`config.mk`:
```
export PLATFORM = sky130hd
export DESIGN_NAME = screen_point_pick_nearest_unit
export DESIGN_NICKNAME = d
export VERILOG_FILES = /design/src/rtl/spp_pkg.sv /design/src/rtl/spp_div.sv /design/src/rtl/spp_datapath.sv /design/src/rtl/spp_ctrl.sv /design/src/rtl/screen_point_pick_nearest_unit.sv
export SDC_FILE = /design/constraint.sdc
export NUM_CORES = 2
export LEC_CHECK = 0
export ABC_CLOCK_PERIOD_IN_PS = 9600
export BUFFER_PORTS_ARGS = -buffer_cell sky130_fd_sc_hd__buf_4
export CAP_MARGIN = 20
export CORE_MARGIN = 2
export CORE_UTILIZATION = 59
export DETAILED_ROUTE_END_ITERATION = 6
export GPL_TIMING_DRIVEN = 0
export HOLD_SLACK_MARGIN = 0.15
export PLACE_DENSITY = 0.79
export RECOVER_POWER = 100
export SLEW_MARGIN = 20
export SYNTH_ARGS = -nofsm -noshare
export SYNTH_HDL_FRONTEND = slang
export SYNTH_SLANG_ARGS = --single-unit
```
`constraint.sdc`:
```
create_clock -name clk -period 9.6 [get_ports clk]
set_clock_uncertainty 0.2 [all_clocks]
set_input_delay 1.92 -clock clk [delete_from_list [all_inputs] [get_ports clk]]
set_output_delay 1.92 -clock clk [all_outputs]
set_load 0.005 [all_outputs]
```
`src/rtl/spp_pkg.sv`:
```
// spp_pkg: shared types and constants for the screen point picker
// used by spp_ctrl, spp_datapath and screen_point_pick_nearest_unit
`timescale 1ns / 1ps
`default_nettype none

package spp_pkg;

	// configuration register indexes
	localparam logic [2:0] CFG_ROW0   = 3'd0;
	localparam logic [2:0] CFG_ROW1   = 3'd1;
	localparam logic [2:0] CFG_ROW2   = 3'd2;
	localparam logic [2:0] CFG_ROW3   = 3'd3;
	localparam logic [2:0] CFG_NROW   = 3'd4;
	localparam logic [2:0] CFG_MOUSE  = 3'd5;
	localparam logic [2:0] CFG_RADIUS = 3'd6;
	localparam logic [2:0] CFG_CULL   = 3'd7;

	localparam int CFG_IDX_W  = 3;
	localparam int CFG_DATA_W = 64;
	localparam int IN_DATA_W  = 120;
	localparam int OUT_DATA_W = 56;
	localparam int IDX_W      = 20;

	localparam logic [23:0] RADIUS_RESET = 24'd1678;
	localparam logic [31:0] DEPTH_MAX    = 32'h7fff_ffff;
	localparam logic [31:0] DEPTH_MIN    = 32'h8000_0000;

	// multiplier row selector: rows 0..3 of the matrix, then the normal row
	localparam logic [2:0] ROW_NORMAL = 3'd4;
	localparam logic [1:0] COL_LAST   = 2'd2;

	// division targets
	localparam logic [1:0] DIV_X = 2'd0;
	localparam logic [1:0] DIV_Y = 2'd1;
	localparam logic [1:0] DIV_Z = 2'd2;

	typedef enum logic [8:0] {
		ST_IDLE     = 9'b000000001,
		ST_MUL      = 9'b000000010,
		ST_MACC     = 9'b000000100,
		ST_DIV_GO   = 9'b000001000,
		ST_DIV_WAIT = 9'b000010000,
		ST_DIST1    = 9'b000100000,
		ST_DIST2    = 9'b001000000,
		ST_DECIDE   = 9'b010000000,
		ST_EMIT     = 9'b100000000
	} state_t;

	typedef struct packed {
		logic       load;
		logic       mul_en;
		logic [2:0] row;
		logic [1:0] col;
		logic       div_start;
		logic [1:0] div_sel;
		logic       dist1;
		logic       dist2;
		logic       update;
		logic       emit;
	} cmd_t;

	typedef struct packed {
		logic div_done;
		logic last;
	} sts_t;

endpackage

`default_nettype wire

```
`src/rtl/spp_div.sv`:
```
// spp_div: restoring divider, one quotient bit per cycle, saturation flag
// depends on nothing but its ports
`timescale 1ns / 1ps
`default_nettype none

module spp_div (
	input  wire logic        clk,
	input  wire logic        arst_n,
	input  wire logic        start,
	input  wire logic        depth_mode,
	input  wire logic [41:0] num,
	input  wire logic [41:0] den,
	output logic             done,
	output logic             sat,
	output logic [32:0]      quot
);

	localparam int QB = 33;

	logic [65:0] ext;
	logic [41:0] rem_q;
	logic [32:0] low_q;
	logic [32:0] quot_q;
	logic        sat_q;
	logic [5:0]  cnt_q;
	logic        busy_q;
	logic        done_q;
	logic [42:0] shifted;
	logic [43:0] trial;

	// scaled numerator: depth takes 24 fraction bits, screen takes 14
	assign ext = depth_mode ? {num, 24'b0} : {10'b0, num, 14'b0};

	assign shifted = {rem_q, low_q[QB-1]};
	assign trial   = {1'b0, shifted} - {2'b0, den};

	// control
	always_ff @(posedge clk or negedge arst_n) begin
		if (!arst_n) begin
			busy_q <= 1'b0;
			done_q <= 1'b0;
			cnt_q  <= '0;
		end else begin
			done_q <= 1'b0;
			if (start) begin
				busy_q <= 1'b1;
				cnt_q  <= 6'(QB);
			end else if (busy_q) begin
				cnt_q <= cnt_q - 6'd1;
				if (cnt_q == 6'd1) begin
					busy_q <= 1'b0;
					done_q <= 1'b1;
				end
			end
		end
	end

	// datapath of the divider
	always_ff @(posedge clk) begin
		if (start) begin
			sat_q  <= {9'b0, ext[65:33]} >= den;
			rem_q  <= {9'b0, ext[65:33]};
			low_q  <= ext[32:0];
			quot_q <= '0;
		end else if (busy_q) begin
			low_q <= {low_q[QB-2:0], 1'b0};
			if (!trial[43]) begin
				rem_q  <= trial[41:0];
				quot_q <= {quot_q[QB-2:0], 1'b1};
			end else begin
				rem_q  <= shifted[41:0];
				quot_q <= {quot_q[QB-2:0], 1'b0};
			end
		end
	end

	assign done = done_q;
	assign sat  = sat_q;
	assign quot = quot_q;

endmodule

`default_nettype wire

```
`src/rtl/spp_datapath.sv`:
```
// spp_datapath: config registers, shared multiplier, accumulators, pick state
// depends on spp_pkg and spp_div
`timescale 1ns / 1ps
`default_nettype none

module spp_datapath
	import spp_pkg::*;
#(
	parameter int MAX_POINTS = 1048576
) (
	input  wire logic                  clk,
	input  wire logic                  arst_n,
	input  wire logic                  cfg_we,
	input  wire logic [CFG_IDX_W-1:0]  cfg_index,
	input  wire logic [CFG_DATA_W-1:0] cfg_data,
	input  wire logic [IN_DATA_W-1:0]  s_tdata,
	input  wire logic                  s_tlast,
	input  wire cmd_t                  cmd,
	output sts_t                       sts,
	output logic [OUT_DATA_W-1:0]      m_tdata,
	output logic [0:0]                 m_tuser
);

	localparam int CW = $clog2(MAX_POINTS);

	// configuration
	logic [63:0] row_q [4];
	logic [47:0] nrow_q;
	logic [31:0] mouse_q;
	logic [23:0] rad_q;
	logic        cull_q;

	always_ff @(posedge clk or negedge arst_n) begin
		if (!arst_n) begin
			for (int i = 0; i < 4; i++) row_q[i] <= '0;
			nrow_q  <= '0;
			mouse_q <= '0;
			rad_q   <= RADIUS_RESET;
			cull_q  <= 1'b1;
		end else if (cfg_we) begin
			case (cfg_index)
				CFG_ROW0:   row_q[0] <= cfg_data;
				CFG_ROW1:   row_q[1] <= cfg_data;
				CFG_ROW2:   row_q[2] <= cfg_data;
				CFG_ROW3:   row_q[3] <= cfg_data;
				CFG_NROW:   nrow_q   <= cfg_data[47:0];
				CFG_MOUSE:  mouse_q  <= cfg_data[31:0];
				CFG_RADIUS: rad_q    <= cfg_data[23:0];
				CFG_CULL:   cull_q   <= cfg_data[0];
				default: ;
			endcase
		end
	end

	// captured point
	logic signed [23:0] crd_q [3];
	logic signed [15:0] nrm_q [3];
	logic               last_q;
	logic [CW-1:0]      idx_q;
	logic [CW-1:0]      cnt_q;

	// shared multiplier operands
	logic signed [15:0] mul_a;
	logic signed [23:0] mul_b;
	logic signed [39:0] prod_s1;
	logic [2:0]         row_s1;
	logic               pv_s1;

	always_comb begin
		if (cmd.row == ROW_NORMAL) begin
			mul_a = nrow_q[16*cmd.col +: 16];
			mul_b = {{8{nrm_q[cmd.col][15]}}, nrm_q[cmd.col]};
		end else begin
			mul_a = row_q[cmd.row[1:0]][16*cmd.col +: 16];
			mul_b = crd_q[cmd.col];
		end
	end

	// accumulators
	logic signed [41:0] acc_q [4];
	logic signed [33:0] nacc_q;

	always_ff @(posedge clk) begin
		prod_s1 <= mul_a * mul_b;
		row_s1  <= cmd.row;
		if (cmd.load) begin
			for (int i = 0; i < 3; i++) begin
				crd_q[i] <= s_tdata[24*i +: 24];
				nrm_q[i] <= s_tdata[72 + 16*i +: 16];
			end
			last_q <= s_tlast;
			idx_q  <= cnt_q;
			for (int r = 0; r < 4; r++)
				acc_q[r] <= {{14{row_q[r][63]}}, row_q[r][63:48], 12'b0};
			nacc_q <= '0;
		end else if (pv_s1) begin
			if (row_s1 == ROW_NORMAL)
				nacc_q <= nacc_q + {{2{prod_s1[31]}}, prod_s1[31:0]};
			else
				acc_q[row_s1[1:0]] <= acc_q[row_s1[1:0]] + {{2{prod_s1[39]}}, prod_s1};
		end
	end

	always_ff @(posedge clk or negedge arst_n) begin
		if (!arst_n) pv_s1 <= 1'b0;
		else         pv_s1 <= cmd.mul_en;
	end

	// divider feed
	logic signed [41:0] dnum;
	logic [41:0]        num_mag;
	logic [41:0]        den_mag;
	logic               div_done;
	logic               div_sat;
	logic [32:0]        div_quot;
	logic [1:0]         sel_q;
	logic               neg_q;

	always_comb begin
		case (cmd.div_sel)
			DIV_X:   dnum = acc_q[0];
			DIV_Y:   dnum = acc_q[1];
			default: dnum = acc_q[2];
		endcase
	end

	assign num_mag = dnum[41] ? 42'(-dnum) : dnum;
	assign den_mag = acc_q[3][41] ? 42'(-acc_q[3]) : acc_q[3];

	always_ff @(posedge clk) begin
		if (cmd.div_start) begin
			sel_q <= cmd.div_sel;
			neg_q <= dnum[41] ^ acc_q[3][41];
		end
	end

	spp_div u_div (
		.clk        (clk),
		.arst_n     (arst_n),
		.start      (cmd.div_start),
		.depth_mode (cmd.div_sel == DIV_Z),
		.num        (num_mag),
		.den        (den_mag),
		.done       (div_done),
		.sat        (div_sat),
		.quot       (div_quot)
	);

	// clamp quotients into screen and depth ranges
	logic signed [16:0] sx_q;
	logic signed [16:0] sy_q;
	logic signed [31:0] dep_q;
	logic signed [16:0] scr_val;
	logic [32:0]        dmag;
	logic [31:0]        dep_val;

	always_comb begin
		if (neg_q)
			scr_val = (div_sat || div_quot > 33'd65536) ? 17'h10000 : 17'(-div_quot);
		else
			scr_val = (div_sat || div_quot > 33'd65535) ? 17'h0ffff : div_quot[16:0];
		dmag = div_sat ? 33'h1_0000_0000 : div_quot;
		if (neg_q)
			dep_val = (dmag > 33'h0_8000_0000) ? DEPTH_MIN : 32'(-dmag);
		else
			dep_val = (dmag > 33'h0_7fff_ffff) ? DEPTH_MAX : dmag[31:0];
	end

	always_ff @(posedge clk) begin
		if (div_done) begin
			case (sel_q)
				DIV_X:   sx_q  <= scr_val;
				DIV_Y:   sy_q  <= scr_val;
				default: dep_q <= dep_val;
			endcase
		end
	end

	// squared distance, one multiply per cycle
	logic signed [17:0] dx;
	logic signed [17:0] dy;
	logic signed [35:0] sq_q;
	logic [36:0]        dist_q;
	logic signed [35:0] dy_sq;

	assign dx    = {sx_q[16], sx_q} - {{2{mouse_q[15]}}, mouse_q[15:0]};
	assign dy    = {sy_q[16], sy_q} - {{2{mouse_q[31]}}, mouse_q[31:16]};
	assign dy_sq = dy * dy;

	always_ff @(posedge clk) begin
		if (cmd.dist1) sq_q   <= dx * dx;
		if (cmd.dist2) dist_q <= {1'b0, sq_q} + {1'b0, dy_sq};
	end

	// candidate test and pick state
	logic               cand;
	logic signed [31:0] best_dep_q;
	logic [CW-1:0]      best_idx_q;
	logic               have_q;
	logic [CW+IDX_W-1:0] idx_ext;
	logic [IDX_W-1:0]   out_idx_q;
	logic [31:0]        out_dep_q;
	logic               out_found_q;

	assign cand = (acc_q[3] != '0) && (dist_q < {9'b0, rad_q, 4'b0})
		&& (!cull_q || nacc_q > 34'sd0);

	always_ff @(posedge clk or negedge arst_n) begin
		if (!arst_n) begin
			best_dep_q <= DEPTH_MAX;
			best_idx_q <= '0;
			have_q     <= 1'b0;
			cnt_q      <= '0;
		end else begin
			if (cmd.load)
				cnt_q <= (cnt_q == CW'(MAX_POINTS - 1)) ? '0 : cnt_q + 1'b1;
			if (cmd.update && cand && (!have_q || dep_q < best_dep_q)) begin
				best_dep_q <= dep_q;
				best_idx_q <= idx_q;
				have_q     <= 1'b1;
			end
			if (cmd.emit) begin
				best_dep_q <= DEPTH_MAX;
				best_idx_q <= '0;
				have_q     <= 1'b0;
				cnt_q      <= '0;
			end
		end
	end

	assign idx_ext = {{IDX_W{1'b0}}, best_idx_q};

	// result payload
	always_ff @(posedge clk) begin
		if (cmd.emit) begin
			out_found_q <= have_q;
			out_idx_q   <= have_q ? idx_ext[IDX_W-1:0] : '0;
			out_dep_q   <= have_q ? best_dep_q : '0;
		end
	end

	assign m_tdata      = {4'b0, out_dep_q, out_idx_q};
	assign m_tuser      = out_found_q;
	assign sts.div_done = div_done;
	assign sts.last     = last_q;

endmodule

`default_nettype wire

```
`src/rtl/spp_ctrl.sv`:
```
// spp_ctrl: sequencer for multiply, divide, distance and pick steps
// depends on spp_pkg
`timescale 1ns / 1ps
`default_nettype none

module spp_ctrl
	import spp_pkg::*;
(
	input  wire logic clk,
	input  wire logic arst_n,
	input  wire logic s_tvalid,
	output logic      s_tready,
	output logic      m_tvalid,
	input  wire logic m_tready,
	input  wire sts_t sts,
	output cmd_t      cmd
);

	state_t     state_q;
	logic [2:0] row_q;
	logic [1:0] col_q;
	logic [1:0] sel_q;
	logic       ov_q;
	logic       mul_last;
	logic       emit_ok;

	assign s_tready = (state_q == ST_IDLE);
	assign mul_last = (row_q == ROW_NORMAL) && (col_q == COL_LAST);
	assign emit_ok  = (state_q == ST_EMIT) && (!ov_q || m_tready);

	// next state
	always_ff @(posedge clk or negedge arst_n) begin
		if (!arst_n) begin
			state_q <= ST_IDLE;
			row_q   <= '0;
			col_q   <= '0;
			sel_q   <= DIV_X;
		end else begin
			case (state_q)
				ST_IDLE: begin
					if (s_tvalid) begin
						state_q <= ST_MUL;
						row_q   <= '0;
						col_q   <= '0;
					end
				end
				ST_MUL: begin
					if (mul_last) begin
						state_q <= ST_MACC;
					end else if (col_q == COL_LAST) begin
						col_q <= '0;
						row_q <= row_q + 3'd1;
					end else begin
						col_q <= col_q + 2'd1;
					end
				end
				ST_MACC: begin
					state_q <= ST_DIV_GO;
					sel_q   <= DIV_X;
				end
				ST_DIV_GO: state_q <= ST_DIV_WAIT;
				ST_DIV_WAIT: begin
					if (sts.div_done) begin
						if (sel_q == DIV_Z) begin
							state_q <= ST_DIST1;
						end else begin
							sel_q   <= sel_q + 2'd1;
							state_q <= ST_DIV_GO;
						end
					end
				end
				ST_DIST1:  state_q <= ST_DIST2;
				ST_DIST2:  state_q <= ST_DECIDE;
				ST_DECIDE: state_q <= sts.last ? ST_EMIT : ST_IDLE;
				ST_EMIT: begin
					if (emit_ok) state_q <= ST_IDLE;
				end
				default: state_q <= ST_IDLE;
			endcase
		end
	end

	// result valid flag
	always_ff @(posedge clk or negedge arst_n) begin
		if (!arst_n)      ov_q <= 1'b0;
		else if (emit_ok) ov_q <= 1'b1;
		else if (m_tready) ov_q <= 1'b0;
	end

	assign m_tvalid = ov_q;

	// commands
	always_comb begin
		cmd           = '0;
		cmd.load      = (state_q == ST_IDLE) && s_tvalid;
		cmd.mul_en    = (state_q == ST_MUL);
		cmd.row       = row_q;
		cmd.col       = col_q;
		cmd.div_start = (state_q == ST_DIV_GO);
		cmd.div_sel   = sel_q;
		cmd.dist1     = (state_q == ST_DIST1);
		cmd.dist2     = (state_q == ST_DIST2);
		cmd.update    = (state_q == ST_DECIDE);
		cmd.emit      = emit_ok;
	end

	// checks
	a_accept_starts: assert property (@(posedge clk) disable iff (!arst_n)
		(s_tvalid && s_tready) |=> (state_q == ST_MUL))
		else $error("accepted request did not start the multiply pass");

	a_mul_runs: assert property (@(posedge clk) disable iff (!arst_n)
		(state_q == ST_MUL && !mul_last) |=> (state_q == ST_MUL))
		else $error("multiply pass ended early");

	a_done_in_wait: assert property (@(posedge clk) disable iff (!arst_n)
		sts.div_done |-> (state_q == ST_DIV_WAIT))
		else $error("divider finished outside the wait state");

	a_no_overwrite: assert property (@(posedge clk) disable iff (!arst_n)
		(state_q == ST_EMIT && ov_q && !m_tready) |=> (state_q == ST_EMIT && ov_q))
		else $error("pending result overwritten");

endmodule

`default_nettype wire

```
`src/rtl/screen_point_pick_nearest_unit.sv`:
```
// screen_point_pick_nearest_unit: top level of the screen-space point picker
// depends on spp_pkg, spp_ctrl, spp_datapath (and spp_div below it)
//
// channel  | dir | signals                          | content
// s_*      | in  | s_tvalid s_tready s_tdata s_tlast | one model point, tlast ends the set
// m_*      | out | m_tvalid m_tready m_tdata m_tuser | one pick result per set
// cfg_*    | in  | cfg_we cfg_index cfg_data         | register writes, no wait
//
// a point goes through these steps from one accept to the next: the accept,
// 15 steps on the shared 16x24 multiplier plus a drain step, three divider
// runs (start, 33 steps, done), then distance and compare
// a last point adds the emit state, which loads the result register
// arst_n resets the controller, config registers and pick state at once
// a result held by m_tready low stalls the block only when the next set ends
`timescale 1ns / 1ps
`default_nettype none

module screen_point_pick_nearest_unit
	import spp_pkg::*;
#(
	parameter int MAX_POINTS = 1048576
) (
	input  wire logic                  clk,
	input  wire logic                  arst_n,
	input  wire logic                  s_tvalid,
	output logic                       s_tready,
	// coord_x[23:0] coord_y[47:24] coord_z[71:48] normal_x[87:72]
	// normal_y[103:88] normal_z[119:104]
	input  wire logic [IN_DATA_W-1:0]  s_tdata,
	input  wire logic                  s_tlast,
	output logic                       m_tvalid,
	input  wire logic                  m_tready,
	// picked_index[19:0] picked_depth[51:20], zero fill above
	output logic [OUT_DATA_W-1:0]      m_tdata,
	// found[0]
	output logic [0:0]                 m_tuser,
	input  wire logic                  cfg_we,
	input  wire logic [CFG_IDX_W-1:0]  cfg_index,
	input  wire logic [CFG_DATA_W-1:0] cfg_data
);

	cmd_t cmd;
	sts_t sts;

	spp_ctrl u_ctrl (
		.clk      (clk),
		.arst_n   (arst_n),
		.s_tvalid (s_tvalid),
		.s_tready (s_tready),
		.m_tvalid (m_tvalid),
		.m_tready (m_tready),
		.sts      (sts),
		.cmd      (cmd)
	);

	spp_datapath #(
		.MAX_POINTS (MAX_POINTS)
	) u_dp (
		.clk       (clk),
		.arst_n    (arst_n),
		.cfg_we    (cfg_we),
		.cfg_index (cfg_index),
		.cfg_data  (cfg_data),
		.s_tdata   (s_tdata),
		.s_tlast   (s_tlast),
		.cmd       (cmd),
		.sts       (sts),
		.m_tdata   (m_tdata),
		.m_tuser   (m_tuser)
	);

endmodule

`default_nettype wire
```
==> impl_results.md <==
* Final setup fails at 33
* Post-Synthesis Cell Area at 0.0952 mm2
* Tcrit/Tclk final at 1.05
* Total wire length at 283000 um
* Final hold viol count at 0
* Core Util, Final at 0.666
* Worst hold path type: flip-flop to flip-flop
* I/O pin count at 252
* Initial antenna violation count at 33
* Worst setup SP type: flip-flop
* Vias/cell at 6.09
* WL per Instance at 23.8 um
* CP peak stage delay at 0.58 ns
* CP arrival at 10.37 ns
* Main synth FF type: edfxtp_1
* CTS tree: done
* Worst-skew pair later-pin latency at 0.78 ns
* Delay-heaviest family, CP: adder cells
* Slew margin rel. at -2.14
* Starting Density at 0.594
* Min Hold Slack at 0.276 ns
* CP required at 9.85 ns
* Slowest CP cell: fa_2
* Crit path buf inv count at 10
* Layout cells sized above 1 at 0.159
* #FFs+latches synth at 1130
* Status: finished with violations
* Post-synth EDFFs at 551
* Final net count at 11.3k
* DRT iter0 DRCs at 7345
* First-pass GRT wire length at 432000 um
* Die W at 406 um
* Min Tclk post-route at 10.13 ns
* DRC viols at 1
* DRT Pass-1 Iters at 7
* Vias in the first global route at 73.9k
* Crit path capture type: flip-flop
* FFs w/ async S/R, synth at 0.407
* Total gr overflow at 0
* Slew Limit Fails at 580
* CTS Root Cell: clkbuf_16
* Failing checks: DRC, capacitance limit, slew limit, setup timing
* Slew @ Worst Pin at 4.71 ns
* Vias at 72.3k
* Clock transition at the registers of the reported paths at 0.06 ns
* RSZ-0062 raised after global routing: true
* Crit path max fanout at 4
* Total of max-cap violations at 12
* Number of port buffers at 245
* Core Box Area at 0.160 mm2
* Syn Area/Cell at 10.5 um2
* Htree depth at 3
* Crit-path most repeated cell: fa_1
* Fmax achieved at 98.7 MHz
* Seq/Total Area, Yosys at 0.320
* Cell count after synthesis at 9107
* GP Congestion at 0.991
* Antenna Violating Nets Remaining at 0
* Synth unique cells at 92
* Hold buffers post-CTS at 0
* Die area at 0.165 mm2
* Global-route usage over all layers at 0.345
* Core Rows at 147
* Pin count of the biggest net entering global routing at 107
* Die Ht at 406 um
* WS Path Type: flip-flop to flip-flop
* Max Root-Sink Buffers at 3
* Setup ws final at -0.527 ns
* Detailed placement HPWL at 220000 um
* Synthesis Warnings at 0
* CTS buffer count at 119
* Clk sinks at 1130
* Area Growth Syn to Fin at 12.1%
[cell type report]
| type | instances | area [um2] |
|---|---|---|
| Multi-Input combinational cell | 6326 | 59900 |
| Fill cell | 12100 | 53600 |
| Sequential cell | 1130 | 30500 |
| Inverter | 1286 | 4870 |
| Clock buffer | 174 | 3530 |
| Timing Repair Buffer | 367 | 2720 |
| Tap cell | 2160 | 2700 |
| Buffer | 357 | 1710 |
| Clock inverter | 54 | 754 |
| Antenna cell | 17 | 42.5 |
[worst paths after layout]
path	start	endpoint	slack, ns	cells past startpoint
max reg2reg	u_dp.mouse_q[16]	u_dp.dist_q[35]	-0.53	42
min reg2reg	u_dp.nacc_q[18]	u_dp.nacc_q[18]	0.28	2
max in group asynchronous	arst_n	u_dp.nrow_q[21]	1.09	4
min in group asynchronous	arst_n	u_dp.best_idx_q[17]	2.65	1
min	u_dp.nacc_q[18]	u_dp.nacc_q[18]	0.28	2
max	u_dp.mouse_q[16]	u_dp.dist_q[35]	-0.53	42
[synthesized netlist by cell type, drive strengths merged, types with 14 or more instances]
cell,number,share of area
o21ai,325,0.017
nand2b,70,0.0046
o21bai,24,0.0019
nand2,912,0.036
or3,37,0.0025
xnor2,227,0.021
nand4,48,0.0032
edfxtp,551,0.17
and3,32,0.0021
a21o,167,0.013
mux2,424,0.050
a22oi,15,0.0012
nand3,102,0.0054
fa,975,0.21
a211o,14,0.0013
nor3,91,0.0048
nor2b,68,0.0045
clkbuf,306,0.012
o21a,81,0.0064
o31ai,38,0.0030
o22ai,22,0.0014
a22o,49,0.0045
xor2,141,0.013
o311ai,21,0.0019
dfrtp,421,0.11
a211oi,33,0.0027
inv,1277,0.050
o211ai,17,0.0013
or2,31,0.0020
ha,587,0.077
and2,85,0.0056
a31oi,45,0.0030
nor4,33,0.0024
mux2i,159,0.017
dfstp,39,0.011
a21oi,396,0.021
mux4,137,0.032
buf,62,0.0037
dfxtp,119,0.025
nor2,747,0.029
[state kept, by name, summed over array words and instances (netlist names), 34 cells and up]
| register | count |
|---|---|
| u_dp.u_div.rem_q | 42 |
| u_dp.row_q | 256 |
| u_dp.nrow_q | 48 |
| u_dp.crd_q | 72 |
| u_dp.prod_s1 | 40 |
| u_dp.nrm_q | 48 |
| u_dp.acc_q | 168 |
| u_dp.nacc_q | 34 |
| u_dp.sq_q | 34 |
[layer usage]
metal / wire (um) / vias to the layer above / track usage
li1: - / 31500 / -
met1: 110000 / 36100 / 0.470
met2: 128000 / 3914 / 0.532
met3: 32100 / 777 / 0.0874
met4: 13100 / 24 / 0.140
met5: 269 / - / 0
[what timing repair did]
item | 4_1_cts | 5_1_grt
endpoints found under the hold margin | 0 | 0
buffers inserted | 58 | 41
endpoints found under the setup margin | 64 | 42
resized for setup | 361 | 194
pin swaps | 129 | 66
[through the flow]
stage	TNS, ns	instance area, um2	instances	setup WS (ns)
finish	-9.77	107000	11900	-0.527
global route	-69.56	107000	11900	-0.894
CTS	-0.708	106000	11800	-0.204
detailed placement	-71.82	100000	11500	-2.38
global placement	-193.21	99800	11500	-2.26
floorplan	0	95300	9110	0.0348
[logic make-up (layout without fill, tap and decap cells)]
| family | Yosys count | in the layout | share of synthesized area |
|---|---|---|---|
| simple gates | 2305 | 2305 | 0.107 |
| buf+inv | 1654 | 2238 | 0.0664 |
| fa+ha+maj | 1562 | 1562 | 0.282 |
| compound gates | 1367 | 1367 | 0.0912 |
| flops | 1130 | 1130 | 0.320 |
| mux | 720 | 720 | 0.0993 |
| xor+xnor | 368 | 368 | 0.0339 |
| other cells | 1 | 21 | 0.0000394 |
[tightest hold or removal path, cell delays in order (launching register included)]
cell	delay, ns
dfxtp_1	0.33
nand2_1	0.06
a21oi_1	0.05
[layout by cell type (no fill, tap or decap), types with 97 or more instances in the layout]
cell	count
a21o_1	164
a21oi_1	364
buf_4	172
clkbuf_1	290
clkbuf_16	126
clkbuf_4	192
dfrtp_1	418
dfxtp_1	119
edfxtp_1	551
fa_1	963
ha_1	561
inv_1	1250
mux2_2	422
mux2i_1	159
mux4_2	136
nand2_1	903
nand3_1	97
nor2_1	727
o21ai_0	290
xnor2_1	208
xor2_1	126
Power is left out: the tool's default activity adds up to more than one toggle a clock period on the data nets, which glitch-free logic cannot reach.
